## config.mk

```make
export PLATFORM = sky130hd
export DESIGN_NAME = keypad_key_debouncer_bank
export DESIGN_NICKNAME = d
export VERILOG_FILES = /design/src/rtl/kkd_pkg.sv /design/src/rtl/kkd_key_update.sv /design/src/rtl/kkd_key_bank.sv /design/src/rtl/keypad_key_debouncer_bank.sv
export SDC_FILE = /design/constraint.sdc
export NUM_CORES = 1
export LEC_CHECK = 0
export BUFFER_PORTS_ARGS = -buffer_cell sky130_fd_sc_hd__buf_2
export CAP_MARGIN = 20
export CORE_MARGIN = 5
export CORE_UTILIZATION = 50
export DETAILED_ROUTE_END_ITERATION = 6
export HOLD_SLACK_MARGIN = 0.08
export PLACE_DENSITY = 0.69
export SLEW_MARGIN = 15
export SYNTH_ARGS = -nofsm -noshare
export SYNTH_HDL_FRONTEND = slang
export SYNTH_SLANG_ARGS = --single-unit
```

## constraint.sdc

```tcl
create_clock -name i_clk -period 5.7 [get_ports i_clk]
set_input_delay 0.285 -clock i_clk [delete_from_list [all_inputs] [get_ports i_clk]]
set_output_delay 0.285 -clock i_clk [all_outputs]
set_load 0.05 [all_outputs]
```

## src/rtl/kkd_pkg.sv

```systemverilog
`default_nettype none

package kkd_pkg;

    // Fixed field widths of the stream words and configuration registers
    localparam int KEY_IDX_W  = 4;
    localparam int KEYS_OUT_W = 16;
    localparam int THRESH_W   = 8;
    localparam int MASK_W     = 16;
    localparam int CFG_ADDR_W = 1;
    localparam int CFG_DATA_W = 16;
    localparam int S_TDATA_W  = 8;
    localparam int M_TDATA_W  = 24;

    localparam logic [THRESH_W-1:0] THRESH_RESET = 8'd5;

    localparam logic [CFG_ADDR_W-1:0] REG_TICK_THRESHOLD  = 1'b0;
    localparam logic [CFG_ADDR_W-1:0] REG_ACTIVE_LOW_MASK = 1'b1;

    typedef enum logic [1:0] {
        PH_RELEASED = 2'd0,
        PH_BOUNCING = 2'd1,
        PH_PRESSED  = 2'd2
    } t_phase;

    // Per-key decision handed from the update logic to the key storage
    typedef struct packed {
        t_phase phase;
        logic   set_bit;
        logic   clr_bit;
    } t_key_ctl;

endpackage

`default_nettype wire

```

## src/rtl/kkd_key_update.sv

```systemverilog
`default_nettype none

module kkd_key_update
    import kkd_pkg::*;
#(
    parameter int COUNT_WIDTH = 8
) (
    input  wire t_phase                 i_phase,
    input  wire logic                   i_level,
    input  wire logic [COUNT_WIDTH-1:0] i_high,
    input  wire logic [COUNT_WIDTH-1:0] i_low,
    input  wire logic [THRESH_W-1:0]    i_threshold,
    output t_key_ctl                    o_ctl,
    output logic      [COUNT_WIDTH-1:0] o_high,
    output logic      [COUNT_WIDTH-1:0] o_low
);

    localparam int CMP_W = (COUNT_WIDTH > THRESH_W) ? COUNT_WIDTH : THRESH_W;

    function automatic logic [COUNT_WIDTH-1:0] bump(input logic [COUNT_WIDTH-1:0] c);
        bump = (&c) ? c : c + COUNT_WIDTH'(1);
    endfunction

    logic [COUNT_WIDTH-1:0] n_high_bump;
    logic [COUNT_WIDTH-1:0] n_low_bump;
    logic                   n_high_hit;
    logic                   n_low_hit;

    assign n_high_bump = bump(i_high);
    assign n_low_bump  = bump(i_low);
    assign n_high_hit  = CMP_W'(n_high_bump) >= CMP_W'(i_threshold);
    assign n_low_hit   = CMP_W'(n_low_bump) >= CMP_W'(i_threshold);

    always_comb begin
        o_ctl.phase   = i_phase;
        o_ctl.set_bit = 1'b0;
        o_ctl.clr_bit = 1'b0;
        o_high        = i_high;
        o_low         = i_low;
        case (i_phase)
            PH_BOUNCING: begin
                if (i_level) begin
                    o_low  = '0;
                    o_high = n_high_bump;
                    if (n_high_hit) begin
                        o_ctl.phase = PH_PRESSED;
                        o_high      = '0;
                    end
                end else begin
                    o_high = '0;
                    o_low  = n_low_bump;
                    if (n_low_hit) begin
                        o_ctl.phase = PH_RELEASED;
                        o_low       = '0;
                    end
                end
            end
            PH_PRESSED: begin
                if (i_level) begin
                    o_ctl.set_bit = 1'b1;
                end else begin
                    o_ctl.phase = PH_BOUNCING;
                end
            end
            default: begin
                // unused code falls in with released
                if (i_level) begin
                    o_ctl.phase = PH_BOUNCING;
                end else begin
                    o_ctl.phase   = PH_RELEASED;
                    o_ctl.clr_bit = 1'b1;
                end
            end
        endcase
    end

endmodule

`default_nettype wire

```

## src/rtl/kkd_key_bank.sv

```systemverilog
`default_nettype none

module kkd_key_bank
    import kkd_pkg::*;
#(
    parameter int NUM_KEYS    = 16,
    parameter int COUNT_WIDTH = 8
) (
    input  wire logic                  i_clk,
    input  wire logic                  i_rst_n,
    input  wire logic                  i_en,
    input  wire logic [KEY_IDX_W-1:0]  i_key,
    input  wire logic                  i_level,
    input  wire logic [THRESH_W-1:0]   i_threshold,
    output logic      [NUM_KEYS-1:0]   o_pressed_next,
    output t_phase                     o_phase
);

    localparam int IDX_W = (NUM_KEYS > 1) ? $clog2(NUM_KEYS) : 1;

    t_phase                 r_phase [NUM_KEYS];
    logic [COUNT_WIDTH-1:0] r_high  [NUM_KEYS];
    logic [COUNT_WIDTH-1:0] r_low   [NUM_KEYS];
    logic [NUM_KEYS-1:0]    r_pressed;

    logic                   n_in_range;
    logic [IDX_W-1:0]       n_key_sel;
    logic [NUM_KEYS-1:0]    n_key_bit;
    logic                   n_write;
    t_phase                 n_cur_phase;
    logic [COUNT_WIDTH-1:0] n_cur_high;
    logic [COUNT_WIDTH-1:0] n_cur_low;
    t_key_ctl               n_ctl;
    logic [COUNT_WIDTH-1:0] n_high;
    logic [COUNT_WIDTH-1:0] n_low;

    assign n_in_range = 32'(i_key) < NUM_KEYS;
    assign n_key_sel  = IDX_W'(i_key);
    assign n_key_bit  = NUM_KEYS'(1) << n_key_sel;
    assign n_write    = i_en && n_in_range;

    // Out-of-range keys read as a released key with clear counters
    assign n_cur_phase = n_in_range ? r_phase[n_key_sel] : PH_RELEASED;
    assign n_cur_high  = n_in_range ? r_high[n_key_sel] : '0;
    assign n_cur_low   = n_in_range ? r_low[n_key_sel] : '0;

    kkd_key_update #(
        .COUNT_WIDTH (COUNT_WIDTH)
    ) u_update (
        .i_phase     (n_cur_phase),
        .i_level     (i_level),
        .i_high      (n_cur_high),
        .i_low       (n_cur_low),
        .i_threshold (i_threshold),
        .o_ctl       (n_ctl),
        .o_high      (n_high),
        .o_low       (n_low)
    );

    always_comb begin
        o_pressed_next = r_pressed;
        if (n_write && n_ctl.set_bit) begin
            o_pressed_next = r_pressed | n_key_bit;
        end else if (n_write && n_ctl.clr_bit) begin
            o_pressed_next = r_pressed & ~n_key_bit;
        end
    end

    assign o_phase = n_in_range ? n_ctl.phase : PH_RELEASED;

    always_ff @(posedge i_clk) begin
        if (!i_rst_n) begin
            for (int k = 0; k < NUM_KEYS; k++) begin
                r_phase[k] <= PH_RELEASED;
                r_high[k]  <= '0;
                r_low[k]   <= '0;
            end
            r_pressed <= '0;
        end else if (n_write) begin
            r_phase[n_key_sel] <= n_ctl.phase;
            r_high[n_key_sel]  <= n_high;
            r_low[n_key_sel]   <= n_low;
            r_pressed          <= o_pressed_next;
        end
    end

    a_counts_idle_clear: assert property (@(posedge i_clk) disable iff (!i_rst_n)
        (n_in_range && n_cur_phase != PH_BOUNCING) |-> (n_cur_high == '0 && n_cur_low == '0))
        else $error("run counters of a settled key are not clear");

    a_one_run_live: assert property (@(posedge i_clk) disable iff (!i_rst_n)
        n_in_range |-> (n_cur_high == '0 || n_cur_low == '0))
        else $error("high and low runs counted at once");

    a_phase_written: assert property (@(posedge i_clk) disable iff (!i_rst_n)
        n_write |=> r_phase[$past(n_key_sel)] == $past(n_ctl.phase))
        else $error("key phase not stored after update");

endmodule

`default_nettype wire

```

## src/rtl/keypad_key_debouncer_bank.sv

```systemverilog
`default_nettype none

// Debouncer for a bank of keypad keys. Each input word carries one raw sample
// of one key; the key's phase (released, bouncing, pressed) and run counters
// are updated and one output word returns the debounced vector of all keys and
// the key's new phase. One word is accepted per clock while the result stream
// takes words; if the output register is full and not taken, the input word
// is held and s_axis_tready drops. An accepted word loads the input register,
// and its update, a read-modify-write of the key's phase and counters, the output register.
// Write the threshold and inversion mask only while no word is in flight.
module keypad_key_debouncer_bank
    import kkd_pkg::*;
#(
    parameter int NUM_KEYS    = 16,
    parameter int COUNT_WIDTH = 8
) (
    input  wire logic                  i_clk,
    input  wire logic                  i_rst_n,
    // configuration write port
    input  wire logic                  i_cfg_we,
    input  wire logic [CFG_ADDR_W-1:0] i_cfg_addr,
    input  wire logic [CFG_DATA_W-1:0] i_cfg_wdata,
    // sample stream
    input  wire logic                  i_s_axis_tvalid,
    output logic                       o_s_axis_tready,
    input  wire logic [S_TDATA_W-1:0]  i_s_axis_tdata,  // [3:0] key_index, [4] raw_level
    // result stream
    output logic                       o_m_axis_tvalid,
    input  wire logic                  i_m_axis_tready,
    output logic      [M_TDATA_W-1:0]  o_m_axis_tdata   // [15:0] debounced_keys, [17:16] key_phase
);

    logic [THRESH_W-1:0]   r_thresh;
    logic [MASK_W-1:0]     r_mask;

    logic                  r_in_valid;
    logic [KEY_IDX_W-1:0]  r_in_key;
    logic                  r_in_level;

    logic                  r_out_valid;
    logic [KEYS_OUT_W-1:0] r_out_keys;
    t_phase                r_out_phase;

    logic                  n_s_accept;
    logic                  n_fire;
    logic                  n_level;
    logic [NUM_KEYS-1:0]   n_pressed;
    t_phase                n_phase;

    assign n_fire          = r_in_valid && (!r_out_valid || i_m_axis_tready);
    assign o_s_axis_tready = !r_in_valid || n_fire;
    assign n_s_accept      = i_s_axis_tvalid && o_s_axis_tready;
    assign n_level         = r_in_level ^ r_mask[r_in_key];

    always_ff @(posedge i_clk) begin
        if (!i_rst_n) begin
            r_thresh <= THRESH_RESET;
            r_mask   <= '0;
        end else if (i_cfg_we) begin
            case (i_cfg_addr)
                REG_TICK_THRESHOLD:  r_thresh <= i_cfg_wdata[THRESH_W-1:0];
                REG_ACTIVE_LOW_MASK: r_mask   <= i_cfg_wdata[MASK_W-1:0];
                default: ;
            endcase
        end
    end

    always_ff @(posedge i_clk) begin
        if (!i_rst_n) begin
            r_in_valid <= 1'b0;
        end else if (n_s_accept) begin
            r_in_valid <= 1'b1;
        end else if (n_fire) begin
            r_in_valid <= 1'b0;
        end
    end

    always_ff @(posedge i_clk) begin
        if (n_s_accept) begin
            r_in_key   <= i_s_axis_tdata[KEY_IDX_W-1:0];
            r_in_level <= i_s_axis_tdata[KEY_IDX_W];
        end
    end

    kkd_key_bank #(
        .NUM_KEYS    (NUM_KEYS),
        .COUNT_WIDTH (COUNT_WIDTH)
    ) u_bank (
        .i_clk          (i_clk),
        .i_rst_n        (i_rst_n),
        .i_en           (n_fire),
        .i_key          (r_in_key),
        .i_level        (n_level),
        .i_threshold    (r_thresh),
        .o_pressed_next (n_pressed),
        .o_phase        (n_phase)
    );

    always_ff @(posedge i_clk) begin
        if (!i_rst_n) begin
            r_out_valid <= 1'b0;
        end else if (n_fire) begin
            r_out_valid <= 1'b1;
        end else if (i_m_axis_tready) begin
            r_out_valid <= 1'b0;
        end
    end

    always_ff @(posedge i_clk) begin
        if (n_fire) begin
            r_out_keys  <= KEYS_OUT_W'(n_pressed);
            r_out_phase <= n_phase;
        end
    end

    assign o_m_axis_tvalid = r_out_valid;
    assign o_m_axis_tdata  = {{(M_TDATA_W - KEYS_OUT_W - 2){1'b0}}, r_out_phase, r_out_keys};

    a_fire_fills_out: assert property (@(posedge i_clk) disable iff (!i_rst_n)
        n_fire |=> r_out_valid)
        else $error("updated word lost before output register");

    a_stall_cause: assert property (@(posedge i_clk) disable iff (!i_rst_n)
        !o_s_axis_tready |-> (r_in_valid && r_out_valid && !i_m_axis_tready))
        else $error("sample input stalled without a full pipeline");

    a_in_drains: assert property (@(posedge i_clk) disable iff (!i_rst_n)
        (r_in_valid && !n_fire) |=> (r_in_valid && $stable(r_in_key)))
        else $error("held sample word dropped or changed");

endmodule

`default_nettype wire

```

=== Yosys cells after proc, flatten, opt, wreduce, memory -nomap -nowiden ===
Memories as Yosys holds them, arrays and structs flattened. A register that Yosys moved wholly into a read port is not among the register bits.
Index checks and enable logic that the tools add are counted.

* Input port bits: 30
* Memories kept: 3
* Register bits after elaboration: 65
* Memory bits (writable): 288
* Word-level logic and storage cells: 85

{| class="wikitable"
|+ Memory list
! memory !! depth !! width !! rd ports !! clocked after Yosys merged registers in !! wr ports !! RTL line !! source
|-
| u_bank.r_high || 16 || 8 || 1 || 1 || 16 || kkd_key_bank.sv:22 || <nowiki>logic [COUNT_WIDTH-1:0] r_high [NUM_KEYS];</nowiki>
|-
| u_bank.r_low || 16 || 8 || 1 || 1 || 16 || kkd_key_bank.sv:23 || <nowiki>logic [COUNT_WIDTH-1:0] r_low [NUM_KEYS];</nowiki>
|-
| u_bank.r_phase || 16 || 2 || 1 || 1 || 16 || kkd_key_bank.sv:21 || <nowiki>t_phase r_phase [NUM_KEYS];</nowiki>
|}

* Reduce and logical (&&, ||, !) cells: 18
* Bitwise gates (word level): 5
* Magnitude comparators: 3
* $add $sub $neg: 2
* Shift-type cells: 1
* Equality and inequality tests: 2
* Multiplexer cells: 42

{| class="wikitable"
|+ Operators by type and width
! kind !! number
|-
| $mux 8 || 10
|-
| $mux 16 || 2
|-
| $mux 4 || 6
|-
| $mux 1 || 17
|-
| $add 8x1->8 const B || 2
|-
| $and 16x16->16 || 1
|-
| $ge 8x8->1 || 2
|-
| $not 16->16 || 1
|-
| $or 16x16->16 || 1
|-
| $reduce_and 8->1 || 2
|-
| $reduce_or 8->1 || 2
|-
| $shl 1x4->16 const A || 1
|-
| $mux 2 || 5
|-
| $lt 4x5->1 const B || 1
|-
| $bmux 1 s4 || 1
|-
| $logic_and 1x1->1 || 4
|-
| $pmux 2 s2 || 1
|-
| $reduce_and 2->1 || 2
|-
| $reduce_bool 2->1 || 2
|-
| $reduce_or 2->1 || 2
|-
| $eq 2x1->1 const B || 1
|-
| $eq 2x2->1 const B || 1
|-
| $logic_not 1->1 || 2
|-
| $logic_or 1x1->1 || 2
|-
| other kinds (2) || 2
|}

=== Longest topological paths before layout ===
* Word-level depth: 8
* Depth in mapped cells: 26

=== By module ===
A second synthesis with hierarchy kept.

* Cells, all modules: 1231
* Area total of the unflattened synthesis: 16814.9 um2

{| class="wikitable"
|+ Modules (own cells, without submodules)
! module !! sequential area each (um2) !! area an instance (um2) !! cells an instance !! instances
|-
| kkd_key_bank || 8968.6 || 13780.7 || 908 || 1
|-
| keypad_key_debouncer_bank || 1211.2 || 1841.8 || 152 || 1
|-
| kkd_key_update || 0.0 || 1192.4 || 171 || 1
|}

=== Least setup slack after synthesis ===
OpenSTA, ideal clock, no wires.

* Path kind: flip-flop to flip-flop
* From: reg (tool-made name)
* To: mem u_bank.r_high[8][7] (data pin)
* Setup slack: 0.344 ns
* Stages on the path, launching flop included: 25
* Path buffers: 6
* Data arrival time: 5.202 ns
* Library setup time: 0.154 ns
* Required time: 5.546 ns
* Cells stage by stage: dfxtp_1 buf_6 buf_8 buf_12 buf_4 mux4_2 a22oi_1 nand2_1 ha_1 nor3b_1 a32oi_1 o31ai_2 nand4_2 or2_1 buf_6 and3_1 xor2_1 ha_1 and3_1 a311o_1 a2111o_2 or3_1 o31a_1 buf_2 a21oi_1

{| class="wikitable"
|+ RTL lines
! element !! RTL line
|-
| end: declaration || kkd_key_bank.sv:22
|}

==> impl_metrics.json <==
{
  "cpPeakStageDelay_ns": 0.66,
  "slew_headroom_pct": 43.86,
  "routed_wl_um": 45910,
  "worst_ep_arrival_time_ns": 5.78,
  "num_antenna_cells": 0,
  "synth_area_per_cell_um2": 13.23,
  "wl_per_cell_um": 24.84,
  "final_core_util_pct": 57.70,
  "mostFrequentLayoutCell": "edfxtp_1",
  "die_area_um2": 37660,
  "mostFrequentLayoutCells": "311 x edfxtp_1, 247 x nor2_1, 89 x nand2_1",
  "dpl.hpwl_um": 27530,
  "first_pass_iters": 5,
  "clk_pin_slew_worst_paths_ns": 0.06,
  "period_share_pct": 94.64,
  "area_delta_synth_final_pct": 13.95,
  "start_kind": "register",
  "grt_usage_pct": 23.78,
  "yosysWarnings": 0,
  "pre_cts_slack_ns": 0.2065,
  "htreeDepth": 2,
  "clock_sinks": 357,
  "netlist_instances": 1280,
  "fin_ws_ns": 0.3057,
  "antenna_left": 0,
  "cts_tree": "done",
  "cp-end-kind": "register",
  "synth-seq-cells": 357,
  "final_cells": 1848,
  "grt_max_degree": 60,
  "multi_input_area_um2": 6050,
  "period_needed_ns": 5.394,
  "portBuffers": 46,
  "cp_top_family": "compound AO/OA/AOI/OAI gates",
  "synth-edff-count": 311,
  "drt_iter0_drc": 1286,
  "synth_flop_cell": "edfxtp_1",
  "cap_violations": 0,
  "maxSlewViolCount": 0,
  "via_count": 11320,
  "dieWidth_um": 194.1,
  "fin_skew_ns": 0.02306,
  "crit_required_ns": 6.09,
  "outcome": "finished clean",
  "slowest_stage": "or4_1",
  "num_rows": 67,
  "setup_viol_count_final": 0,
  "powerDensity_nw_per_um2": 333.6,
  "via_per_inst": 6.126,
  "cpMostUsedCell": "a22o_1",
  "dp_cells": 1748,
  "grt.overflow.total": 0,
  "worst_pin_slew_ns": 0.8413,
  "grt_pass1_wl_um": 68280,
  "start_util_pct": 50.64,
  "ir_drop_v": 0.0001800,
  "clockBufferDepth": 3,
  "die_height_um": 194.1,
  "cp.buffers_inverters": 1,
  "grt_antenna_before_repair": 0,
  "cp_cell_sequence": "buf_4 > nor2_2 > a221oi_2 > a22oi_1 > a22o_1 > or4_1 > xnor2_1 > ha_1 > nand2b_1 > a211oi_1 > o21a_1 > o211a_4 > o21ai_1 > a22o_1 > nor2_1",
  "timing.fmax_ghz": 0.1854,
  "cts_inserted_buffers": 38,
  "yosysSeqAreaShare_pct": 60.57,
  "hold_viol_final": 0,
  "ys_async_sr_fraction_pct": 0,
  "cp_max_fo": 23,
  "cts_root_buffer": "clkbuf_16",
  "min-delay-start": "i_m_axis_tready",
  "pin_count": 56,
  "crit_type": "reg2reg",
  "drive_above_1_share_pct": 23.71,
  "grt_pass1_vias": 11120,
  "drc": 0,
  "gp_congestion": 0.9108,
  "core-area_um2": 33450,
  "ys_types": 86,
  "final-seq-area_um2": 10270,
  "holdCritPathClass": "in2reg",
  "finalNetCount": 1420,
  "leakage_nw": 6.836,
  "clk_latency_ns": 0.54,
  "synth_area_um2": 16940,
  "fill_cells": 2596,
  "total_power_mw": 6.438
}
## cell type report
type	instances	area share, %
Tap cell	448	2.904
Sequential cell	357	53.21
Clock buffer	45	5.063
Multi-Input combinational cell	808	31.35
Inverter	19	0.3695
Timing Repair Buffer	146	5.861
Clock inverter	25	1.251
## state kept, by name, summed over array words and instances (netlist names), named ones only
register,cells
u_bank.r_high,128
u_bank.r_low,128
u_bank.r_phase,32
r_mask,16
r_out_keys,16
u_bank.r_pressed,16
r_thresh,8
r_in_key,4
r_out_phase,2
o_m_axis_tvalid,1
r_in_level,1
r_in_valid,1
## where the power goes
group | internal, mW | total (mW) | leakage [nW] | switching [mW]
Combinational | 0.376 | 1.04 | 2.67 | 0.662
Clock | 1.42 | 2.42 | 0.598 | 1.01
Sequential | 2.93 | 2.98 | 3.57 | 0.0447
## routing by layer
metal | share of wire [%] | vias up | global-route usage, %
li1 | - | 4902 | -
met1 | 39 | 5684 | 33.01
met2 | 48 | 616 | 38.36
met3 | 8.9 | 119 | 3.684
met4 | 3.8 | 0 | 8.880
met5 | 0 | - | 0
## stage by stage
stage	hold slack (ns)	instance area [um2]	setup TNS, ns
after floorplan	0.3839	16960	0
after global placement	0.4510	17700	0
after detailed placement	0.4583	17730	0
after CTS	0.09621	19170	0
after global routing	0.1348	19300	-0.02751
final	0.1076	19300	0
## worst reg2reg max path: stages, from the launching register on
cell and delay (ns):
dfxtp_4 0.51, buf_4 0.43, nor2_2 0.30, a221oi_2 0.40
a22oi_1 0.21, a22o_1 0.34, or4_1 0.66, xnor2_1 0.42
ha_1 0.31, nand2b_1 0.14, a211oi_1 0.24, o21a_1 0.28
o211a_4 0.27, o21ai_1 0.07, a22o_1 0.45, nor2_1 0.22
## Yosys cell counts (3+ instances only)
master,n,share of area [%]
a21boi_0,24,1.1
a21o_1,4,0.18
a21oi_1,46,1.4
a221oi_2,9,0.80
a221oi_4,3,0.47
a22o_1,4,0.21
a22oi_1,11,0.49
and2_1,25,0.92
and3_1,3,0.11
buf_1,5,0.11
buf_12,4,0.47
buf_2,16,0.47
buf_4,15,0.66
buf_6,13,0.86
clkbuf_1,46,1.0
dfxtp_1,46,5.4
edfxtp_1,311,55
ha_1,20,1.5
inv_1,17,0.38
mux2_2,13,0.86
mux2i_1,32,1.9
mux4_2,69,9.2
nand2_1,91,2.0
nand2b_1,11,0.41
nand3_1,19,0.56
nand4_1,3,0.11
nor2_1,247,5.5
nor2_2,19,0.70
nor2b_1,16,0.59
nor3_1,10,0.30
o2111ai_1,3,0.16
o211ai_1,5,0.22
o21ai_0,31,0.92
o21ai_1,16,0.47
o21bai_1,5,0.22
xnor2_1,4,0.21
## logic make-up (layout without fill, tap and decap cells)
group	Yosys count	in the layout	share of synthesized area, %
AOI/OAI and AO/OA	200	200	9.212
xor gates and xnor gates	6	6	0.4211
adders and majority gates	20	20	1.477
buffers and inverters	120	235	4.203
DFF	357	357	60.57
muxes	115	115	12.01
other	1	6	0.02214
and+or+nand+nor	461	461	12.08
## timing repair
action / CTS / global route
hold endpoints to repair: 34 / 0
resized for setup: 0 / 9
setup buffers: 0 / 7
hold buffers: 22 / 0
setup endpoints to repair: 0 / 127
## worst paths after layout
path,cells past startpoint,end,slack [ns]
max,15,u_bank.r_phase[13][0],0.31
min,3,o_m_axis_tvalid,0.11
min reg2reg,2,r_thresh[4],0.46
max reg2reg,15,u_bank.r_phase[13][0],0.31
(Power assumes the default switching activity.)
